File: config.mk
export PLATFORM = sky130hd
export DESIGN_NAME = rusi_div_cell
export DESIGN_NICKNAME = d
export VERILOG_FILES = /design/src/rtl/rusi_pkg.sv /design/src/rtl/rusi_div_cell.sv
export SDC_FILE = /design/constraint.sdc
export NUM_CORES = 1
export LEC_CHECK = 0
export ABC_AREA = 1
export ABC_CLOCK_PERIOD_IN_PS = 1050
export BUFFER_PORTS_ARGS = -buffer_cell sky130_fd_sc_hd__buf_2
export CAP_MARGIN = 10
export CORE_MARGIN = 2
export CORE_UTILIZATION = 30
export DETAILED_ROUTE_END_ITERATION = 7
export GPL_ROUTABILITY_DRIVEN = 0
export PLACE_DENSITY = 0.59
export SYNTH_ARGS = -nofsm -noshare
export SYNTH_HDL_FRONTEND = slang
export SYNTH_SLANG_ARGS = --single-unit
File: constraint.sdc
create_clock -name clk_i -period 1.05 [get_ports clk_i]
set_input_delay 0.21 -clock clk_i [delete_from_list [all_inputs] [get_ports clk_i]]
set_output_delay 0.21 -clock clk_i [all_outputs]
set_load 0.005 [all_outputs]
File: src/rtl/rusi_pkg.sv
package rusi_pkg;

  // Q(31-F).F number format
  localparam int FracBits = 16;

  // square root of (disc << F): radicand width, padded to an even count
  localparam int SqXW    = 31 + FracBits;
  localparam int SqSteps = (SqXW + 1) / 2;
  localparam int SqXPW   = 2 * SqSteps;
  localparam int SqRemW  = SqSteps + 2;

  // root division: (|num| << F) / (2a)
  localparam int NumW = 34;
  localparam int MagW = 33;
  localparam int DenW = 33;
  localparam int DvW  = MagW + FracBits;

  typedef struct packed {
    logic [7:0]         id;
    logic signed [31:0] disc;
    logic [31:0]        a;
    logic signed [31:0] b;
  } sq_side_t;

  typedef struct packed {
    logic [SqRemW-1:0]  rem;
    logic [SqSteps-1:0] root;
    logic [SqXPW-1:0]   xsh;
    sq_side_t           side;
  } sq_t;

  typedef struct packed {
    logic [DenW-1:0] rem;
    logic [DvW-1:0]  nq;   // dividend bits leave at the top, quotient bits enter at the bottom
  } dv_lane_t;

  typedef struct packed {
    logic [7:0]         id;
    logic signed [31:0] disc;
    logic               hit;
    logic               azero;
    logic [1:0]         neg;   // [0] near, [1] far numerator sign
    logic [1:0]         nz;    // numerator nonzero
  } dv_side_t;

  typedef struct packed {
    logic [DenW-1:0] den;
    dv_lane_t        ln_near;
    dv_lane_t        ln_far;
    dv_side_t        side;
  } dv_t;

  typedef struct packed {
    logic [7:0]         id;
    logic signed [31:0] disc;
    logic signed [31:0] far_t;
    logic signed [31:0] near_t;
    logic               hit;
  } res_t;

endpackage

File: src/rtl/rusi_div_cell.sv
module rusi_div_cell (
  input  logic          clk_i,
  input  logic          rst_ni,
  input  logic          en_i,
  input  logic          valid_i,
  input  rusi_pkg::dv_t cell_i,
  output logic          valid_o,
  output rusi_pkg::dv_t cell_o
);
  import rusi_pkg::*;

  function automatic dv_lane_t div_step(input dv_lane_t ln, input logic [DenW-1:0] den);
    logic [DenW:0] cand;
    logic [DenW:0] diff;
    logic          ge;
    dv_lane_t      r;
    cand  = {ln.rem, ln.nq[DvW-1]};
    ge    = cand >= {1'b0, den};
    diff  = cand - {1'b0, den};
    r.rem = ge ? diff[DenW-1:0] : cand[DenW-1:0];
    r.nq  = {ln.nq[DvW-2:0], ge};
    return r;
  endfunction

  dv_t cell_d;

  // one quotient bit per cell for both roots
  always_comb begin
    cell_d         = cell_i;
    cell_d.ln_near = div_step(cell_i.ln_near, cell_i.den);
    cell_d.ln_far  = div_step(cell_i.ln_far, cell_i.den);
  end

  always_ff @(posedge clk_i or negedge rst_ni) begin
    if (!rst_ni) begin
      valid_o <= 1'b0;
    end else if (en_i) begin
      valid_o <= valid_i;
    end
  end

  always_ff @(posedge clk_i) begin
    if (en_i) begin
      cell_o <= cell_d;
    end
  end

endmodule

# Yosys cells after proc, flatten, opt, wreduce, memory -nomap -nowiden
# Index checks and enable logic that the tools add are counted.
[word_totals]
wordCells = 18
output_inout_bits = 244
regBits = 244
[op_classes]
addsub = 2
muxes = 2
n_lt_le_gt_ge = 2
[ops]
columns = ["operator", "n"]
rows = [
  [">= comparator 34 x 33 -> 1 bit", 2],
  ["2-to-1 mux 33 bit", 2],
  ["subtractor 33 bit", 2],
]

# Longest topological paths before layout
# Gate-level depths: netlist of the first run.
[logic_depth]
ltp_word = 2
depth_mapped = 15
mapped_depth_nobuf = 15

# Worst setup path before layout of the first run
# OpenSTA, ideal clock, no wires.
[synth_timing]
kind = "input port to flip-flop"
from = "input port cell_i[94] in the netlist's numbering"
to = "register cell_o[120] in the netlist's numbering (data pin)"
n_path_buf = 1
path_stages = 13
setup_time_ns = 0.252
path_slack_ns = -0.812
arrival_ns = 1.609
path_cell_list = "inv_1 -> ha_1 -> inv_1 -> fa_1 -> nand3_1 -> nand3_2 -> nand2_1 -> nand2_2 -> nand2_4 -> nand2_8 -> buf_8 -> nand3_2 -> nand2_1"
[synth_rtl]
columns = ["element", "line", "source"]
rows = [
  ["start: declaration", "rusi_div_cell.sv:6", "input rusi_pkg::dv_t cell_i,"],
  ["end signal: assignment", "rusi_div_cell.sv:44", "cell_o <= cell_d;"],
  ["end: declaration", "rusi_div_cell.sv:8", "output rusi_pkg::dv_t cell_o"],
]

==> flow_metrics.env, run 1 <==
export IMPL_syn_to_final_growth_pct=77.77
export IMPL_avgRoutedWirePerCell_um=20.15
export IMPL_die_w_um=218.7
export IMPL_antenna_found_initial=3
export IMPL_synth_net_count=1885
export IMPL_clock_buffers_created_by_tritoncts=29
export IMPL_fin_area_um2=24590
export IMPL_max_slew_margin_pct=76.15
export IMPL_required_ns=1.39
export IMPL_hold_violations=0
export IMPL_grt_overflow_total=0
export IMPL_grt_start_max_net_pins=24
export IMPL_timing_max_cap_violations=0
export IMPL_ys_warnings_count=0
export IMPL_final_antenna_net_count=0
export IMPL_drt_vias_per_instance=4.556
export IMPL_cts_sinks=244
export IMPL_clk_root_buffer_cell="sky130_fd_sc_hd__clkbuf_16"
export IMPL_clock_latency_ns=0.58
export IMPL_ir_worst_vdd_v=0.001446
export IMPL_synth_area_leaders="sky130_fd_sc_hd__edfxtp_1, sky130_fd_sc_hd__nand2_1, sky130_fd_sc_hd__inv_1"
export IMPL_finish_utilization_pct=54.07
export IMPL_first_pass_grt_wire_length_um=90950
export IMPL_dieArea_um2=47850
export IMPL_rrSetupSlack_ns=0.28
export IMPL_final_period_utilization_pct=155.9
export IMPL_worstMarginPinSlew_ns=0.3550
export IMPL_grt_usage_pct=25.87
export IMPL_min_to="cell_o[106]"
export IMPL_postSynthRegisterBits=244
export IMPL_first_iter_violations=986
export IMPL_rsz0062_at_grt="yes"
export IMPL_worst_r2r_startpoint="valid_o"
export IMPL_wirelength_met1_um=25340
export IMPL_synth_avg_cell_area_um2=8.811
export IMPL_grt_pass1_vias=14700
export IMPL_finalSetupViolations=312
export IMPL_worstPathMaxFanout=7
export IMPL_static_leakage_nw=11.97
export IMPL_fmaxAchievable_mhz=610.9
export IMPL_cpMaxStageDelayCell="sky130_fd_sc_hd__nor2_4"
export IMPL_period_minus_slack_ns=1.637
export IMPL_critical_path_top_cell_by_count="sky130_fd_sc_hd__nand2_2"
export IMPL_synth_lib_cells_used_distinct=35
export IMPL_synth_top_cell_area_share_pct=52.75
export IMPL_top_layer_used="met5"
export IMPL_power_density_nw_per_um2=1308
export IMPL_drcViolationCount=0
export IMPL_timing_critical_path_arrival_ns=1.98
export IMPL_routed_wl_met3_um=4761
export IMPL_crit_type="primary input to flop"
export IMPL_drv_slew=0
export IMPL_critPathMaxStageDelay_ns=0.29
export IMPL_netlist_area_um2=13830
export IMPL_final_common_cell="sky130_fd_sc_hd__nand2_1"
export IMPL_violations="setup timing"
export IMPL_hold_worst_slack_ns=0.02143
export IMPL_drive_gt1_share_pct=44.72
export IMPL_p_total_mw=32.16
export IMPL_critical_path_cell_chain="buf_4 > inv_2 > buf_12 > ha_4 > nand2_2 > inv_2 > nand2_2 > nor3_4 > nand3b_1 > nand2_2 > nor2_4 > nand2_8 > buf_12 > nand3_4 > nand2_2"
export IMPL_cts_tree="yes"
export IMPL_min_delay_path_class="primary input to flop"
export IMPL_synth_area_leader_cell="sky130_fd_sc_hd__edfxtp_1"
export IMPL_core_area_um2=45480
export IMPL_synthCells=1570
export IMPL_placedInstanceArea_um2=19370
export IMPL_setup_slack_ns=-0.5868
export IMPL_dp_hpwl_um=49320
export IMPL_final_setup_skew_ns=0
export IMPL_worstRegToRegCells=1
export IMPL_dr_wl_met2_um=31430
export IMPL_clock_tree_buffer_depth=3
export IMPL_rows=78
export IMPL_route_vias_total=14680
export IMPL_num_nets_final=2914
export IMPL_timing_hold_worst_start="cell_i[105]"
export IMPL_regToRegEndpoint="valid_o"
export IMPL_starting_density_pct=30.42
export IMPL_io_pins=491
export IMPL_cp_start_kind="primary input"
export IMPL_port_buffers=490
export IMPL_setup_worst_path_end_class="flop"
export IMPL_sequential_element_share_of_the_synthesized_area_pct=52.93
export IMPL_die_height_um=218.7
export IMPL_post_place_ws_ns=-1.335
export IMPL_total_length_of_routed_wires_um=64930
export IMPL_whs_path_depth=3
export IMPL_htree_levels=1
export IMPL_layout_common_cells="sky130_fd_sc_hd__nand2_1, sky130_fd_sc_hd__buf_2, sky130_fd_sc_hd__buf_4"
export IMPL_detailedRoute_firstPassIterationCount=5
export IMPL_clk_pin_slew_worst_paths_ns=0.06
export IMPL_run_status="finished with violations"
[logic make-up (layout without fill, tap and decap cells)]
| kind of cell | Yosys count | in the layout | synth area share [%] |
|---|---|---|---|
| multiplexers | 1 | 1 | 0.08140 |
| AO/OA/AOI/OAI | 48 | 48 | 1.854 |
| other | 0 | 1 | 0 |
| adder cells (fa/ha/maj) | 68 | 68 | 6.259 |
| XOR/XNOR | 28 | 28 | 1.773 |
| buffers and inverters | 300 | 1345 | 8.728 |
| flip-flops | 244 | 244 | 52.93 |
| AND/OR/NAND/NOR | 881 | 887 | 28.37 |
[worst max-delay path, delay by kind of cell]
kind          cells  cell delay (ns)
fa+ha+maj         1             0.21
simple gates      9             1.01
buf+inv           5             0.52
[synth_stat cells (all sizes together)]
master	count
nand2	595
inv	282
edfxtp	243
nand3	134
nor2	87
ha	66
a21oi	41
xor2	26
nand3b	23
nor3	19
buf	18
and2	13
or2	5
a21o	4
nand4	4
fa	2
o21ai	2
xnor2	2
and3	1
dfrtp	1
mux2	1
o21bai	1
[cell type report]
type,instances,area (um^2)
inverter,282,1122
multi-input combinational,1032,6798
antenna,1,2.502
sequential,244,7322
clock buffer,40,797.0
timing repair buffer,1010,7625
fill,4109,20890
tap,600,750.7
clock inverter,13,173.9
[worst max path at each step]
stage / startpoint / endpoint / slack [ns] / cells after the start
floorplan: cell_i[241] / cell_o[202] / -0.74 / 12
global placement: cell_i[236] / cell_o[177] / -1.33 / 12
detailed placement: cell_i[236] / cell_o[177] / -1.34 / 12
CTS: cell_i[239] / cell_o[126] / -0.52 / 14
global route: cell_i[231] / cell_o[126] / -0.63 / 14
finish: cell_i[222] / cell_o[202] / -0.59 / 15
[per-stage QoR]
stage | cells | setup TNS [ns]
4_1_cts | 3210 | -105.13
5_1_grt | 3221 | -114.86
3_5_place_dp | 2905 | -84.47
6_report | 3222 | -101.43
2_1_floorplan | 1570 | -49.18
3_3_place_gp | 2905 | -82.69
[repair_timing]
item / CTS / global route
setup buffers: 25 / 8
pin swaps: 56 / 43
gates cloned: 10 / 4
hold endpoints to repair: 216 / 0
gates resized for setup: 221 / 144
endpoints found under the setup margin: 312 / 312
hold buffers: 217 / 0
[sequential cells by signal, summed over array words and instances, names as in the netlist]
| register | flops |
|---|---|
| cell_o | 243 |
| valid_o | 1 |
[metal layers]
metal,vias up,GRT usage (%)
met5,-,0
met4,6,12.05
met3,141,5.177
met2,638,44.98
met1,6799,30.60
li1,7096,-
[where the power goes]
part	internal, mW	switching, mW
logic	4.50	4.94
registers	11.9	0.354
clock network	6.09	4.39
No activity file was read; power rests on OpenSTA's default activity.
==> run 2: changes to the inputs <==
- PLACE_DENSITY: 0.59 -> default
- PLACE_DENSITY_LB_ADDON: default -> 0.2
==> run 2 against run 1 <==
The run still ends with setup timing left. Clock-buffer cell count fell by 8. Fmax rose by 1.6%. Core utilization rose by 1.2 points. Cell count rose by 0.87%. Clock power barely moved. Critical path type unchanged.
==> flow_metrics.env, run 2 (same netlist as run 1, synthesis figures left out) <==
export IMPL_critPathMaxStageDelay_ns=0.27
export IMPL_timing_critical_path_arrival_ns=1.94
export IMPL_dp_hpwl_um=47070
export IMPL_layout_common_cells="sky130_fd_sc_hd__nand2_1, sky130_fd_sc_hd__buf_2, sky130_fd_sc_hd__buf_4"
export IMPL_setup_slack_ns=-0.5618
export IMPL_post_place_cells=2911
export IMPL_cp_startpoint="cell_i[239]"
export IMPL_ir_worst_vdd_v=0.001218
export IMPL_grt_start_max_net_pins=34
export IMPL_die_w_um=218.7
export IMPL_reg_largest_list="cell_o: 243 flops, valid_o: 1 flops"
export IMPL_clock_tree_buffer_depth=3
export IMPL_critical_path_cell_chain="buf_8 > clkinvlp_4 > ha_4 > nand2_4 > inv_2 > nand2_2 > nand3_4 > a21oi_4 > nand2_2 > nor2_4 > nand2_8 > buf_12 > nand2_1 > nand2_1"
export IMPL_rows=78
export IMPL_static_leakage_nw=12.15
export IMPL_first_iter_violations=986
export IMPL_period_minus_slack_ns=1.612
export IMPL_register_containing_the_most_flip_flops_in_the_final_layout="cell_o"
export IMPL_rsz0062_at_grt="yes"
export IMPL_placedInstanceArea_um2=19430
export IMPL_nFillCells=4067
export IMPL_max_slew_margin_pct=76.36
export IMPL_multi_input_comb_area_um2=7121
export IMPL_crit_buf_inv=4
export IMPL_clock_latency_ns=0.56
export IMPL_fmaxAchievable_mhz=620.4
export IMPL_grt_overflow_total=0
export IMPL_final_antenna_net_count=0
export IMPL_hold_violations=0
export IMPL_final_standard_cell_count_with_taps_included_and_fillers_excluded=3250
export IMPL_cpMaxStageDelayCell="sky130_fd_sc_hd__ha_4"
export IMPL_clock_buffers_created_by_tritoncts=29
export IMPL_final_common_cell="sky130_fd_sc_hd__nand2_1"
export IMPL_hold_worst_slack_ns=0.01808
export IMPL_drv_slew=0
export IMPL_run_status="finished with violations"
export IMPL_cts_tree="yes"
export IMPL_timing_max_cap_violations=0
export IMPL_clk_pin_slew_worst_paths_ns=0.06
export IMPL_syn_to_final_growth_pct=81.71
export IMPL_route_vias_total=14760
export IMPL_core_area_um2=45480
export IMPL_timing_hold_worst_start="cell_i[192]"
export IMPL_post_place_ws_ns=-1.318
export IMPL_cp_top_family="simple AND/OR/NAND/NOR gates"
export IMPL_grt_pass1_vias=14620
export IMPL_avgRoutedWirePerCell_um=19.72
export IMPL_clk_root_buffer_cell="sky130_fd_sc_hd__clkbuf_16"
export IMPL_drt_vias_per_instance=4.541
export IMPL_final_period_utilization_pct=153.5
export IMPL_largest_reg_flops=243
export IMPL_required_ns=1.38
export IMPL_die_height_um=218.7
export IMPL_num_nets_final=2941
export IMPL_worstMarginPinSlew_ns=0.3534
export IMPL_drive_gt1_share_pct=47.09
export IMPL_violations="setup timing"
export IMPL_antenna_found_initial=6
export IMPL_starting_density_pct=30.42
export IMPL_crit_type="primary input to flop"
export IMPL_fin_area_um2=25140
export IMPL_first_pass_grt_wire_length_um=89310
export IMPL_htree_levels=1
export IMPL_total_length_of_routed_wires_um=64080
export IMPL_setup_worst_path_end_class="flop"
export IMPL_io_pins=491
export IMPL_grt_usage_pct=25.04
export IMPL_cp_start_kind="primary input"
export IMPL_worst_r2r_startpoint="valid_o"
export IMPL_min_delay_path_class="primary input to flop"
export IMPL_dieArea_um2=47850
export IMPL_detailedRoute_firstPassIterationCount=5
export IMPL_final_setup_skew_ns=0
export IMPL_power_density_nw_per_um2=1295
export IMPL_finalSetupViolations=340
export IMPL_port_buffers=490
export IMPL_worstPathMaxFanout=10
export IMPL_drcViolationCount=0
export IMPL_cts_sinks=244
export IMPL_ff_latch_area_um2=7322
-- run 2: where the power goes --
part | switching (mW) | internal (mW) | total (mW)
clock | 4.34 | 6.31 | 10.6
sequential | 0.341 | 11.9 | 12.2
combinational | 5.04 | 4.64 | 9.68
total | 9.72 | 22.8 | 32.6
-- run 2: per-stage QoR --
stage / utilization, % / TNS, ns / total power [mW]
finish: 55.27 / -96.91 / 32.56
global route: 55.26 / -110.92 / 34.00
CTS: 52.08 / -103.11 / 31.86
detailed placement: 42.73 / -85.08 / 19.77
global placement: 42.73 / -84.55 / 19.73
floorplan: - / -49.18 / 15.54
-- run 2: path summary, 6_finish.rpt --
kind,end,slack [ns],cells past startpoint
worst max-delay path,cell_o[184],-0.56,14
worst max register to register,valid_o,0.30,1
worst min-delay path,cell_o[193],0.02,3
worst min register to register,valid_o,0.52,1
max in group asynchronous,valid_o,0.46,3
min in group asynchronous,valid_o,0.49,3
-- run 2: repair_timing --
action                                 in CTS  in global routing
endpoints found under the hold margin     231                  0
resized for setup                         167                267
pin swaps                                  22                 80
buffers inserted                           23                 19
hold buffers                              227                  0
setup endpoints to repair                 312                340
gates cloned                                9                  8
-- run 2: routing by layer --
metal | global-route usage, % | routed length [um] | vias to the layer above
met4 | 9.752 | 2742 | 8
met1 | 30.93 | 26350 | 6937
met5 | 0 | 55 | -
met3 | 4.676 | 4198 | 114
li1 | - | - | 7156
met2 | 43.12 | 30730 | 543
-- run 2: final cells by class --
class | instances | area share (%)
well taps | 600 | 2.987
clock inverters | 21 | 1.010
repair buffers | 1036 | 31.12
multi-input cells | 1033 | 28.33
flip-flops and latches | 244 | 29.13
diodes | 2 | 0.01991
clock buffers | 32 | 2.932
inverters | 282 | 4.475
