[config.mk]
export PLATFORM = sky130hd
export DESIGN_NAME = rusi_sqrt_cell
export DESIGN_NICKNAME = d
export VERILOG_FILES = /design/src/rtl/rusi_pkg.sv /design/src/rtl/rusi_sqrt_cell.sv
export SDC_FILE = /design/constraint.sdc
export NUM_CORES = 1
export LEC_CHECK = 0
export BUFFER_PORTS_ARGS = -buffer_cell sky130_fd_sc_hd__buf_2
export CAP_MARGIN = 15
export CELL_PAD_IN_SITES_DETAIL_PLACEMENT = 0
export CELL_PAD_IN_SITES_GLOBAL_PLACEMENT = 2
export CORE_MARGIN = 2
export CORE_UTILIZATION = 32
export CTS_BUF_LIST = sky130_fd_sc_hd__clkbuf_16
export DETAILED_ROUTE_END_ITERATION = 6
export GPL_ROUTABILITY_DRIVEN = 0
export GPL_TIMING_DRIVEN = 0
export MAX_ROUTING_LAYER = met4
export PLACE_DENSITY = 0.94
export SLEW_MARGIN = 20
export SYNTH_ARGS = -nofsm -noshare
export SYNTH_HDL_FRONTEND = slang
export SYNTH_SLANG_ARGS = --single-unit
export TNS_END_PERCENT = 1
[constraint.sdc]
create_clock -name clk_i -period 1.7 [get_ports clk_i]
set_clock_uncertainty 0.2 [all_clocks]
set_input_delay 0.255 -clock clk_i [delete_from_list [all_inputs] [get_ports clk_i]]
set_output_delay 0.255 -clock clk_i [all_outputs]
set_load 0.005 [all_outputs]
[src/rtl/rusi_pkg.sv]
package rusi_pkg;

  // Q(31-F).F number format
  localparam int FracBits = 16;

  // square root of (disc << F): radicand width, padded to an even count
  localparam int SqXW    = 31 + FracBits;
  localparam int SqSteps = (SqXW + 1) / 2;
  localparam int SqXPW   = 2 * SqSteps;
  localparam int SqRemW  = SqSteps + 2;

  // root division: (|num| << F) / (2a)
  localparam int NumW = 34;
  localparam int MagW = 33;
  localparam int DenW = 33;
  localparam int DvW  = MagW + FracBits;

  typedef struct packed {
    logic [7:0]         id;
    logic signed [31:0] disc;
    logic [31:0]        a;
    logic signed [31:0] b;
  } sq_side_t;

  typedef struct packed {
    logic [SqRemW-1:0]  rem;
    logic [SqSteps-1:0] root;
    logic [SqXPW-1:0]   xsh;
    sq_side_t           side;
  } sq_t;

  typedef struct packed {
    logic [DenW-1:0] rem;
    logic [DvW-1:0]  nq;   // dividend bits leave at the top, quotient bits enter at the bottom
  } dv_lane_t;

  typedef struct packed {
    logic [7:0]         id;
    logic signed [31:0] disc;
    logic               hit;
    logic               azero;
    logic [1:0]         neg;   // [0] near, [1] far numerator sign
    logic [1:0]         nz;    // numerator nonzero
  } dv_side_t;

  typedef struct packed {
    logic [DenW-1:0] den;
    dv_lane_t        ln_near;
    dv_lane_t        ln_far;
    dv_side_t        side;
  } dv_t;

  typedef struct packed {
    logic [7:0]         id;
    logic signed [31:0] disc;
    logic signed [31:0] far_t;
    logic signed [31:0] near_t;
    logic               hit;
  } res_t;

endpackage

[src/rtl/rusi_sqrt_cell.sv]
module rusi_sqrt_cell (
  input  logic          clk_i,
  input  logic          rst_ni,
  input  logic          en_i,
  input  logic          valid_i,
  input  rusi_pkg::sq_t cell_i,
  output logic          valid_o,
  output rusi_pkg::sq_t cell_o
);
  import rusi_pkg::*;

  logic [SqRemW+1:0] cand, trial, diff;
  logic              ge;
  sq_t               cell_d;

  // one root bit per cell: bring down two radicand bits, try (root << 2) | 1
  always_comb begin
    cand  = {cell_i.rem, cell_i.xsh[SqXPW-1 -: 2]};
    trial = {2'b00, cell_i.root, 2'b01};
    ge    = cand >= trial;
    diff  = cand - trial;
    cell_d      = cell_i;
    cell_d.rem  = ge ? diff[SqRemW-1:0] : cand[SqRemW-1:0];
    cell_d.root = {cell_i.root[SqSteps-2:0], ge};
    cell_d.xsh  = {cell_i.xsh[SqXPW-3:0], 2'b00};
  end

  always_ff @(posedge clk_i or negedge rst_ni) begin
    if (!rst_ni) begin
      valid_o <= 1'b0;
    end else if (en_i) begin
      valid_o <= valid_i;
    end
  end

  always_ff @(posedge clk_i) begin
    if (en_i) begin
      cell_o <= cell_d;
    end
  end

endmodule

; After elaboration in Yosys (flattened, before gate mapping)
; Cells that the tools add are included.
[totals]
output_inout_bits = 203
regBits = 201
romBits = 0
wordCells = 11
mem_bits_rw = 0
in_bits = 206
latch_bits = 0
memories = 0
[op_classes]
add_sub_neg = 1
n_mux = 1
n_eq_ne = 0
n_div = 0
n_reduce_logical = 0
n_shift = 0
n_bitwise = 0
n_mul = 0
order_cmp = 1
[ops]
columns = op, count
row1 = 28-bit by 26-bit >= comparator with 1-bit output, 1
row2 = 26-bit 2-to-1 mux, 1
row3 = 26-bit subtractor, 1

; Longest topological paths before layout
; Gate-level depths: netlist of the first run.
[depth]
depth_word = 2
depth_mapped = 12

; Least setup slack after synthesis of the first run
; OpenSTA, ideal clock, no wires.
[synth_path]
kind = input-to-reg
start = input port cell_i[169] (netlist name)
end = register cell_o[181] (netlist name) (data pin)
n_path_buf = 2
t_arrival_ps = 2551
setup_ps = 260
slack_ps = -1311
cell_stages = 11
path_cell_list = inv_1 -> ha_1 -> buf_2 -> nand2_1 -> or4_1 -> o31ai_2 -> a211oi_2 -> or2_4 -> inv_4 -> buf_8 -> mux2_4
[synth_lines]
columns = element, line
row1 = start: declaration, rusi_sqrt_cell.sv:6  ; input rusi_pkg::sq_t cell_i,
row2 = end signal: assignment, rusi_sqrt_cell.sv:38  ; cell_o <= cell_d;
row3 = end: declaration, rusi_sqrt_cell.sv:8  ; output rusi_pkg::sq_t cell_o

==> results of run 1 <==
-- cell families (layout without fill, tap and decap cells) --
group / count (synthesis) / count (layout) / share of synthesized area, %
other: 1 / 6 / 0.0468
DFF: 201 / 201 / 75.2
xor gates and xnor gates: 20 / 20 / 2.19
buffers and inverters: 48 / 719 / 2.67
adders and majority gates: 26 / 26 / 4.06
AOI/OAI and AO/OA: 85 / 85 / 7.48
and+or+nand+nor: 66 / 66 / 4.12
muxes: 25 / 25 / 4.21
-- flip-flops by register name, indices dropped and copies added (netlist names) --
signal and flops:
cell_o 200, valid_o 1
-- cells in the mapped netlist, drive strengths merged (5+ instances only) --
cell type	instances
ha	26
nor3	5
nand3	5
a21oi	24
a21o	13
o21ai	15
inv	40
xnor2	11
edfxtp	200
nand2	17
mux2	22
nor2	19
xor2	9
buf	5
-- stage by stage --
stage,power [W],setup WS [ns],instances,utilization (%)
2_1_floorplan,0.00701,-1.21,473,-
3_3_place_gp,0.00807,-2.71,1203,43.1
3_5_place_dp,0.00809,-1.83,1205,43.4
4_1_cts,0.0132,-0.992,1461,55.4
5_1_grt,0.0138,-0.933,1472,56.5
6_report,0.0133,-0.836,1472,56.5
-- metal layers --
metal / part of all wire (%) / track usage [%]
met2: 49 / 36.5
met3: 7.4 / 5.06
met5: 0 / -
met1: 39 / 25.4
met4: 5.1 / 10.1
-- final timing paths --
kind | from | endpoint
worst max-delay path | cell_i[193] | cell_o[187]$_DFFE_PP_
worst min-delay path | cell_i[150] | cell_o[177]$_DFFE_PP_
worst max register to register | valid_o$_DFFE_PN0P_ | valid_o$_DFFE_PN0P_
worst min register to register | valid_o$_DFFE_PN0P_ | valid_o$_DFFE_PN0P_
max in group asynchronous | rst_ni | valid_o$_DFFE_PN0P_
min in group asynchronous | rst_ni | valid_o$_DFFE_PN0P_
-- critical path: cells and delay by family --
| kind | cells | cell delay (ns) |
|---|---|---|
| simple gates | 3 | 0.89 |
| mux | 1 | 0.30 |
| fa+ha+maj | 1 | 0.26 |
| buf+inv | 4 | 0.45 |
| compound gates | 2 | 0.41 |
-- layout by cell type, fill, tap and decap left out, types with 4 or more instances in the layout --
master / count
sky130_fd_sc_hd__clkinv_2: 4
sky130_fd_sc_hd__a21o_1: 13
sky130_fd_sc_hd__nand3_1: 5
sky130_fd_sc_hd__edfxtp_1: 200
sky130_fd_sc_hd__ha_1: 9
sky130_fd_sc_hd__ha_4: 15
sky130_fd_sc_hd__nand2_1: 13
sky130_fd_sc_hd__nor2_1: 19
sky130_fd_sc_hd__mux2_4: 17
sky130_fd_sc_hd__o21ai_0: 14
sky130_fd_sc_hd__nand4_1: 4
sky130_fd_sc_hd__xor2_1: 9
sky130_fd_sc_hd__dlygate4sd3_1: 203
sky130_fd_sc_hd__clkbuf_16: 24
sky130_fd_sc_hd__inv_1: 37
sky130_fd_sc_hd__a21oi_1: 20
sky130_fd_sc_hd__a21oi_2: 4
sky130_fd_sc_hd__buf_2: 402
sky130_fd_sc_hd__diode_2: 4
sky130_fd_sc_hd__nand2_2: 4
sky130_fd_sc_hd__nor3_1: 5
sky130_fd_sc_hd__clkinv_1: 4
sky130_fd_sc_hd__or3_1: 4
sky130_fd_sc_hd__xnor2_1: 11
sky130_fd_sc_hd__mux2_2: 5
sky130_fd_sc_hd__buf_4: 18
sky130_fd_sc_hd__buf_6: 5
-- power by group through the flow --
| stage | sequential [W] | clock (W) | combinational, W |
|---|---|---|---|
| after floorplan | 0.00626 | 0 | 0.000749 |
| after global placement | 0.00621 | 0 | 0.00187 |
| after detailed placement | 0.00619 | 0 | 0.00190 |
| after CTS | 0.00609 | 0.00475 | 0.00239 |
| after global routing | 0.00614 | 0.00496 | 0.00267 |
| final | 0.00610 | 0.00467 | 0.00250 |
-- final cells by class --
type / count / share of cell area, %
inverter: 40 / 1.25
multi-input combinational: 224 / 14.9
antenna: 4 / 0.0725
clock buffer: 23 / 4.17
timing repair buffer: 632 / 31.6
tap: 324 / 2.93
clock inverter: 17 / 0.860
sequential: 201 / 43.7
buffer: 7 / 0.607
-- what timing repair did --
action	CTS	global route
hold buffers	203	0
pin swaps	8	10
gates cloned	1	1
endpoints found under the setup margin	27	27
endpoints found under the hold margin	202	0
resized for setup	24	35
buffers inserted	12	7
==> results.rst, run 1 <==
.. list-table::
   :header-rows: 1

   * - Metric
     - Value
   * - Average footprint of a synthesized cell
     - 17.0 µm²
   * - Portion of synthesized cell area occupied by the leading cell type
     - 74.9%
   * - Wire length of the first global-routing pass
     - 41900 µm
   * - Netlist area before placement
     - 8020 µm²
   * - Floorplan die width
     - 162 µm
   * - Slowest library cell on the worst path
     - sky130_fd_sc_hd__or4_4
   * - Violated checks
     - negative setup slack
   * - Arrival time at the worst endpoint
     - 2.59 ns
   * - Portion of the post-synthesis area used by sequential elements
     - 75.2%
   * - Number of DRC violations after detailed routing
     - 0
   * - Total power per unit cell area
     - 961 nW/µm²
   * - Setup violations, final
     - 27
   * - CTS tree
     - yes
   * - Source-to-sink clock delay at the later pin of the worst-skew pair
     - 0.50 ns
   * - Critical path start-end classification
     - input port to flop
   * - Placement row count
     - 57
   * - # H-tree levels
     - 1
   * - Initial DRC count
     - 581
   * - Least-Margin Pin Slew
     - 0.556 ns
   * - Per-cell via count in the routed design
     - 4.56
   * - Switching power share of the total
     - 24.9%
   * - CTS Buffer Depth
     - 3
   * - I/O Buffers
     - 406
   * - Number of buffers inserted during clock tree synthesis
     - 23
   * - I/O Pins
     - 409
   * - Critical path required time
     - 1.75 ns
   * - Slew Limit Fails
     - 0
   * - Routed Antenna Nets
     - 0
   * - Final count of hold timing violations
     - 0
   * - Area of the core
     - 24500 µm²
   * - Crit end category
     - flop
   * - Clk Tree Root Cell
     - sky130_fd_sc_hd__clkbuf_16
   * - Synth warn
     - 0
   * - Cell type with the largest total area after synthesis
     - sky130_fd_sc_hd__edfxtp_1
   * - Highest ir drop seen on vdd
     - 0.778 mV
   * - Post-route cell area
     - 13800 µm²
   * - Dominant cells by area after synthesis
     - sky130_fd_sc_hd__edfxtp_1 75%, sky130_fd_sc_hd__ha_1 4.1%, sky130_fd_sc_hd__mux2_4 3.0%, sky130_fd_sc_hd__inv_1 1.8%, sky130_fd_sc_hd__a21oi_1 1.5%
   * - Antenna violations before repair
     - 4
   * - Sequential power share
     - 45.9%
   * - Hpwl dp
     - 20400 µm
   * - Total wire length after detailed routing
     - 29900 µm
   * - Clock period minus worst slack
     - 2.54 ns
   * - Area of all sequential standard cells
     - 6030 µm²
   * - Multi-input gate area in the final layout
     - 2060 µm²
   * - Number of register bits inferred by synthesis
     - 201
   * - Worst Hold Margin
     - 0.126 ns
   * - Pin count of the biggest net entering global routing
     - 107
   * - Number of standard cells after synthesis
     - 472
   * - Total die area
     - 26300 µm²
   * - Top achievable clock speed
     - 0.394 GHz
   * - Int Pwr
     - 0.00996 W
   * - Kind of launch point of the worst setup path
     - input port
   * - GR Overflow Total
     - 0
   * - Clock sink count
     - 201
   * - Dominant synthesized flop cell
     - sky130_fd_sc_hd__edfxtp_1
   * - Setup slack after layout
     - -0.836 ns
   * - Async S/R FF share, synth
     - 0.498%
   * - Number of global-route vias before repair
     - 6843
   * - Gate power share
     - 18.8%
   * - Clock transition at the registers of the reported paths
     - 0.06 ns
   * - Number of synthesized flops with an enable pin
     - 200
   * - TNS Setup
     - -20.96 ns
   * - Synth-to-layout area growth
     - 72.3%
   * - Number of distinct library cells after synthesis
     - 56
   * - Final period util
     - 149%
   * - Layout filler cell count
     - 1973
   * - Initial core utilization
     - 32.8%
   * - Max Cap Viol
     - 0
   * - Status
     - finished with violations
   * - R2R depth
     - 1
   * - Overall global routing resource usage
     - 22.0%
   * - Clock share of power
     - 35.2%
   * - Chip height
     - 162 µm
   * - Worst-path fanout max
     - 7
   * - Cell area after placement
     - 10600 µm²
   * - CP peak stage delay
     - 0.55 ns
   * - Path type of the worst min-delay path
     - input port to flop
   * - Layout cell share with drive strength beyond 1
     - 47.1%
   * - Worst Hold Path Cells
     - 4
   * - Net total in the final layout
     - 1361
   * - Slew HR
     - 62.9%
   * - DRT Pass-1 Iters
     - 5
   * - Vias post-DR
     - 6716
   * - Cell-by-cell trace of the critical path
     - buf_2, ha_4, buf_6, nand2_2, or4_4, o31ai_4, a211oi_4, or2_4, clkinv_8, buf_12, mux2_4
   * - RSZ-0062 raised after global routing
     - yes
   * - Static leakage
     - 6.03 nW
   * - Flop-to-flop setup slack
     - 0.76 ns
   * - Switch Pwr
     - 0.00331 W
   * - Routed WL per cell
     - 20.3 µm
(Power assumes the default switching activity.)
==> run 2: changes to the inputs <==
--- a/config.mk
+++ b/config.mk
@@ -17,6 +17,7 @@
 export GPL_TIMING_DRIVEN = 0
 export MAX_ROUTING_LAYER = met4
 export PLACE_DENSITY = 0.94
+export SKIP_LAST_GASP = 1
 export SLEW_MARGIN = 20
 export SYNTH_ARGS = -nofsm -noshare
 export SYNTH_HDL_FRONTEND = slang
==> run 2 against run 1 <==
  * The flow still finishes with violations (negative setup slack)
  * Sequential power is essentially flat
  * Worst hold slack gained 0.00067 ns
  * Global-route usage is essentially flat
  * Die area is the same
  * Count of clock-buffer cells in the layout is the same
  * Critical path depth grew 1
  * Sequential share of layout area grew 0.052 points
  * Non-clock buffer count is the same
  * Sequential cell count is the same
  * Total power shrank 0.15%
  * Utilization shrank 0.067 points
  * Register-to-register slack is essentially flat
  * Largest cell class unchanged
==> results.rst, run 2 (same netlist as run 1, synthesis figures left out) <==
.. list-table::
   :header-rows: 1

   * - Metric
     - Value
   * - Antenna violations before repair
     - 4
   * - Max Cap Viol
     - 0
   * - Int Pwr
     - 0.00996 W
   * - Violated checks
     - negative setup slack
   * - Critical path required time
     - 1.75 ns
   * - Clock transition at the registers of the reported paths
     - 0.06 ns
   * - Final period util
     - 150%
   * - Worst Hold Margin
     - 0.126 ns
   * - Post-route cell area
     - 13800 µm²
   * - Net total in the final layout
     - 1361
   * - Placement row count
     - 57
   * - Vias post-DR
     - 6728
   * - Slowest library cell on the worst path
     - sky130_fd_sc_hd__or4_4
   * - Arrival time at the worst endpoint
     - 2.60 ns
   * - Clock sink count
     - 201
   * - Static leakage
     - 6.02 nW
   * - Setup violations, final
     - 27
   * - Slew Limit Fails
     - 0
   * - Sequential power share
     - 46.0%
   * - Cell area after placement
     - 10600 µm²
   * - Area of the core
     - 24500 µm²
   * - Hpwl dp
     - 20400 µm
   * - Total die area
     - 26300 µm²
   * - Post-placement setup slack
     - -1.83 ns
   * - I/O Buffers
     - 406
   * - Max FFs per register
     - 200
   * - Total power per unit cell area
     - 960 nW/µm²
   * - Path type of the worst min-delay path
     - input port to flop
   * - # H-tree levels
     - 1
   * - Largest registers
     - cell_o: 200 flops, valid_o: 1 flops
   * - Clock share of power
     - 35.2%
   * - GR Overflow Total
     - 0
   * - RSZ-0062 raised after global routing
     - yes
   * - Routed WL per cell
     - 20.3 µm
   * - Clk Tree Root Cell
     - sky130_fd_sc_hd__clkbuf_16
   * - Total wire length after detailed routing
     - 29900 µm
   * - I/O Pins
     - 409
   * - Top achievable clock speed
     - 0.392 GHz
   * - Most frequent cells in the layout
     - 403 x sky130_fd_sc_hd__buf_2, 203 x sky130_fd_sc_hd__dlygate4sd3_1, 200 x sky130_fd_sc_hd__edfxtp_1
   * - Final count of hold timing violations
     - 0
   * - CTS tree
     - yes
   * - Initial DRC count
     - 583
   * - Crit end category
     - flop
   * - Chip height
     - 162 µm
   * - Pin count of the biggest net entering global routing
     - 107
   * - Number of buffers inserted during clock tree synthesis
     - 23
   * - Commonest non-fill, non-tap cell in the layout
     - sky130_fd_sc_hd__buf_2
   * - Switch Pwr
     - 0.00330 W
   * - Per-cell via count in the routed design
     - 4.57
   * - Floorplan die width
     - 162 µm
   * - Cell-by-cell trace of the critical path
     - buf_2, inv_2, ha_4, buf_6, nand2_2, or4_4, o31ai_4, a211oi_4, or2_4, clkinv_8, buf_12, mux2_4
   * - Least-Margin Pin Slew
     - 0.554 ns
   * - Routed Antenna Nets
     - 0
   * - DRT Pass-1 Iters
     - 6
   * - Layout cell share with drive strength beyond 1
     - 47.0%
   * - Synth-to-layout area growth
     - 72.1%
   * - CTS Buffer Depth
     - 3
   * - Clock period minus worst slack
     - 2.55 ns
   * - Critical path start-end classification
     - input port to flop
   * - Wire length of the first global-routing pass
     - 41800 µm
   * - Number of global-route vias before repair
     - 6825
   * - Switching power share of the total
     - 24.9%
   * - Highest ir drop seen on vdd
     - 0.777 mV
   * - Kind of launch point of the worst setup path
     - input port
   * - Number of DRC violations after detailed routing
     - 0
   * - Crit path buf inv count
     - 5
   * - Top Family by Delay on Critical Path
     - simple AND/OR/NAND/NOR gates
   * - Worst-path fanout max
     - 7
   * - Initial core utilization
     - 32.8%
   * - Overall global routing resource usage
     - 21.9%
   * - CP peak stage delay
     - 0.55 ns
   * - Source-to-sink clock delay at the later pin of the worst-skew pair
     - 0.50 ns
   * - Gate power share
     - 18.8%
   * - Slew HR
     - 63.1%
   * - Status
     - finished with violations
   * - Register with the most flip-flops
     - cell_o
   * - Setup slack after layout
     - -0.848 ns
run 2: cell counts in the layout (fill, tap and decap cells not counted):
No cell type changed its count.
run 2: path summary, 6_finish.rpt:
kind                       depth (start not counted)           startpoint  slack, ns                    end
max                                               12          cell_i[169]      -0.85  cell_o[187]$_DFFE_PP_
min                                                4          cell_i[150]       0.13  cell_o[177]$_DFFE_PP_
max reg2reg                                        1  valid_o$_DFFE_PN0P_       0.76    valid_o$_DFFE_PN0P_
min reg2reg                                        1  valid_o$_DFFE_PN0P_       0.32    valid_o$_DFFE_PN0P_
max in group asynchronous                          3               rst_ni       0.79    valid_o$_DFFE_PN0P_
min in group asynchronous                          3               rst_ni       0.40    valid_o$_DFFE_PN0P_
run 2: what timing repair did:
item,CTS,global route
endpoints found under the setup margin,27,27
pin swaps,7,11
hold buffers,203,0
gates cloned,1,1
endpoints found under the hold margin,202,0
resized for setup,22,33
setup buffers,12,7
run 2: layer usage:
layer	track usage, %	vias up	share of wire, %
met3	5.11	87	7.9
met4	10.2	0	5.0
li1	-	3116	-
met5	-	-	0
met1	25.4	3197	38
met2	36.4	328	49
run 2: through the flow:
stage | setup TNS (ns) | std cells | util, % | power, W
after floorplan | -29.93 | 473 | - | 0.00701
after global placement | -553.93 | 1203 | 43.1 | 0.00807
after detailed placement | -46.32 | 1205 | 43.4 | 0.00809
after CTS | -25.00 | 1461 | 55.3 | 0.0132
after global routing | -23.80 | 1472 | 56.4 | 0.0138
final | -21.26 | 1472 | 56.4 | 0.0133
run 2: power by group through the flow:
| stage | combinational (W) | clock, W | sequential [W] |
|---|---|---|---|
| 3_3_place_gp | 0.00187 | 0 | 0.00621 |
| 2_1_floorplan | 0.000749 | 0 | 0.00626 |
| 5_1_grt | 0.00266 | 0.00496 | 0.00614 |
| 4_1_cts | 0.00238 | 0.00475 | 0.00609 |
| 6_report | 0.00249 | 0.00466 | 0.00610 |
| 3_5_place_dp | 0.00190 | 0 | 0.00619 |
run 2: cell type report:
type	instances	area [µm²]
Clock inverter	17	119
Buffer	7	83.8
Fill cell	1976	10700
Timing Repair Buffer	632	4350
Multi-Input combinational cell	224	2050
Clock buffer	23	576
Antenna cell	4	10.0
Sequential cell	201	6030
Tap cell	324	405
Inverter	40	173
run 2: worst min-delay path: cells and delay by family:
family | cells | cell delay [ns]
fa+ha+maj | 1 | 0.12
compound gates | 1 | 0.07
buf+inv | 2 | 0.21
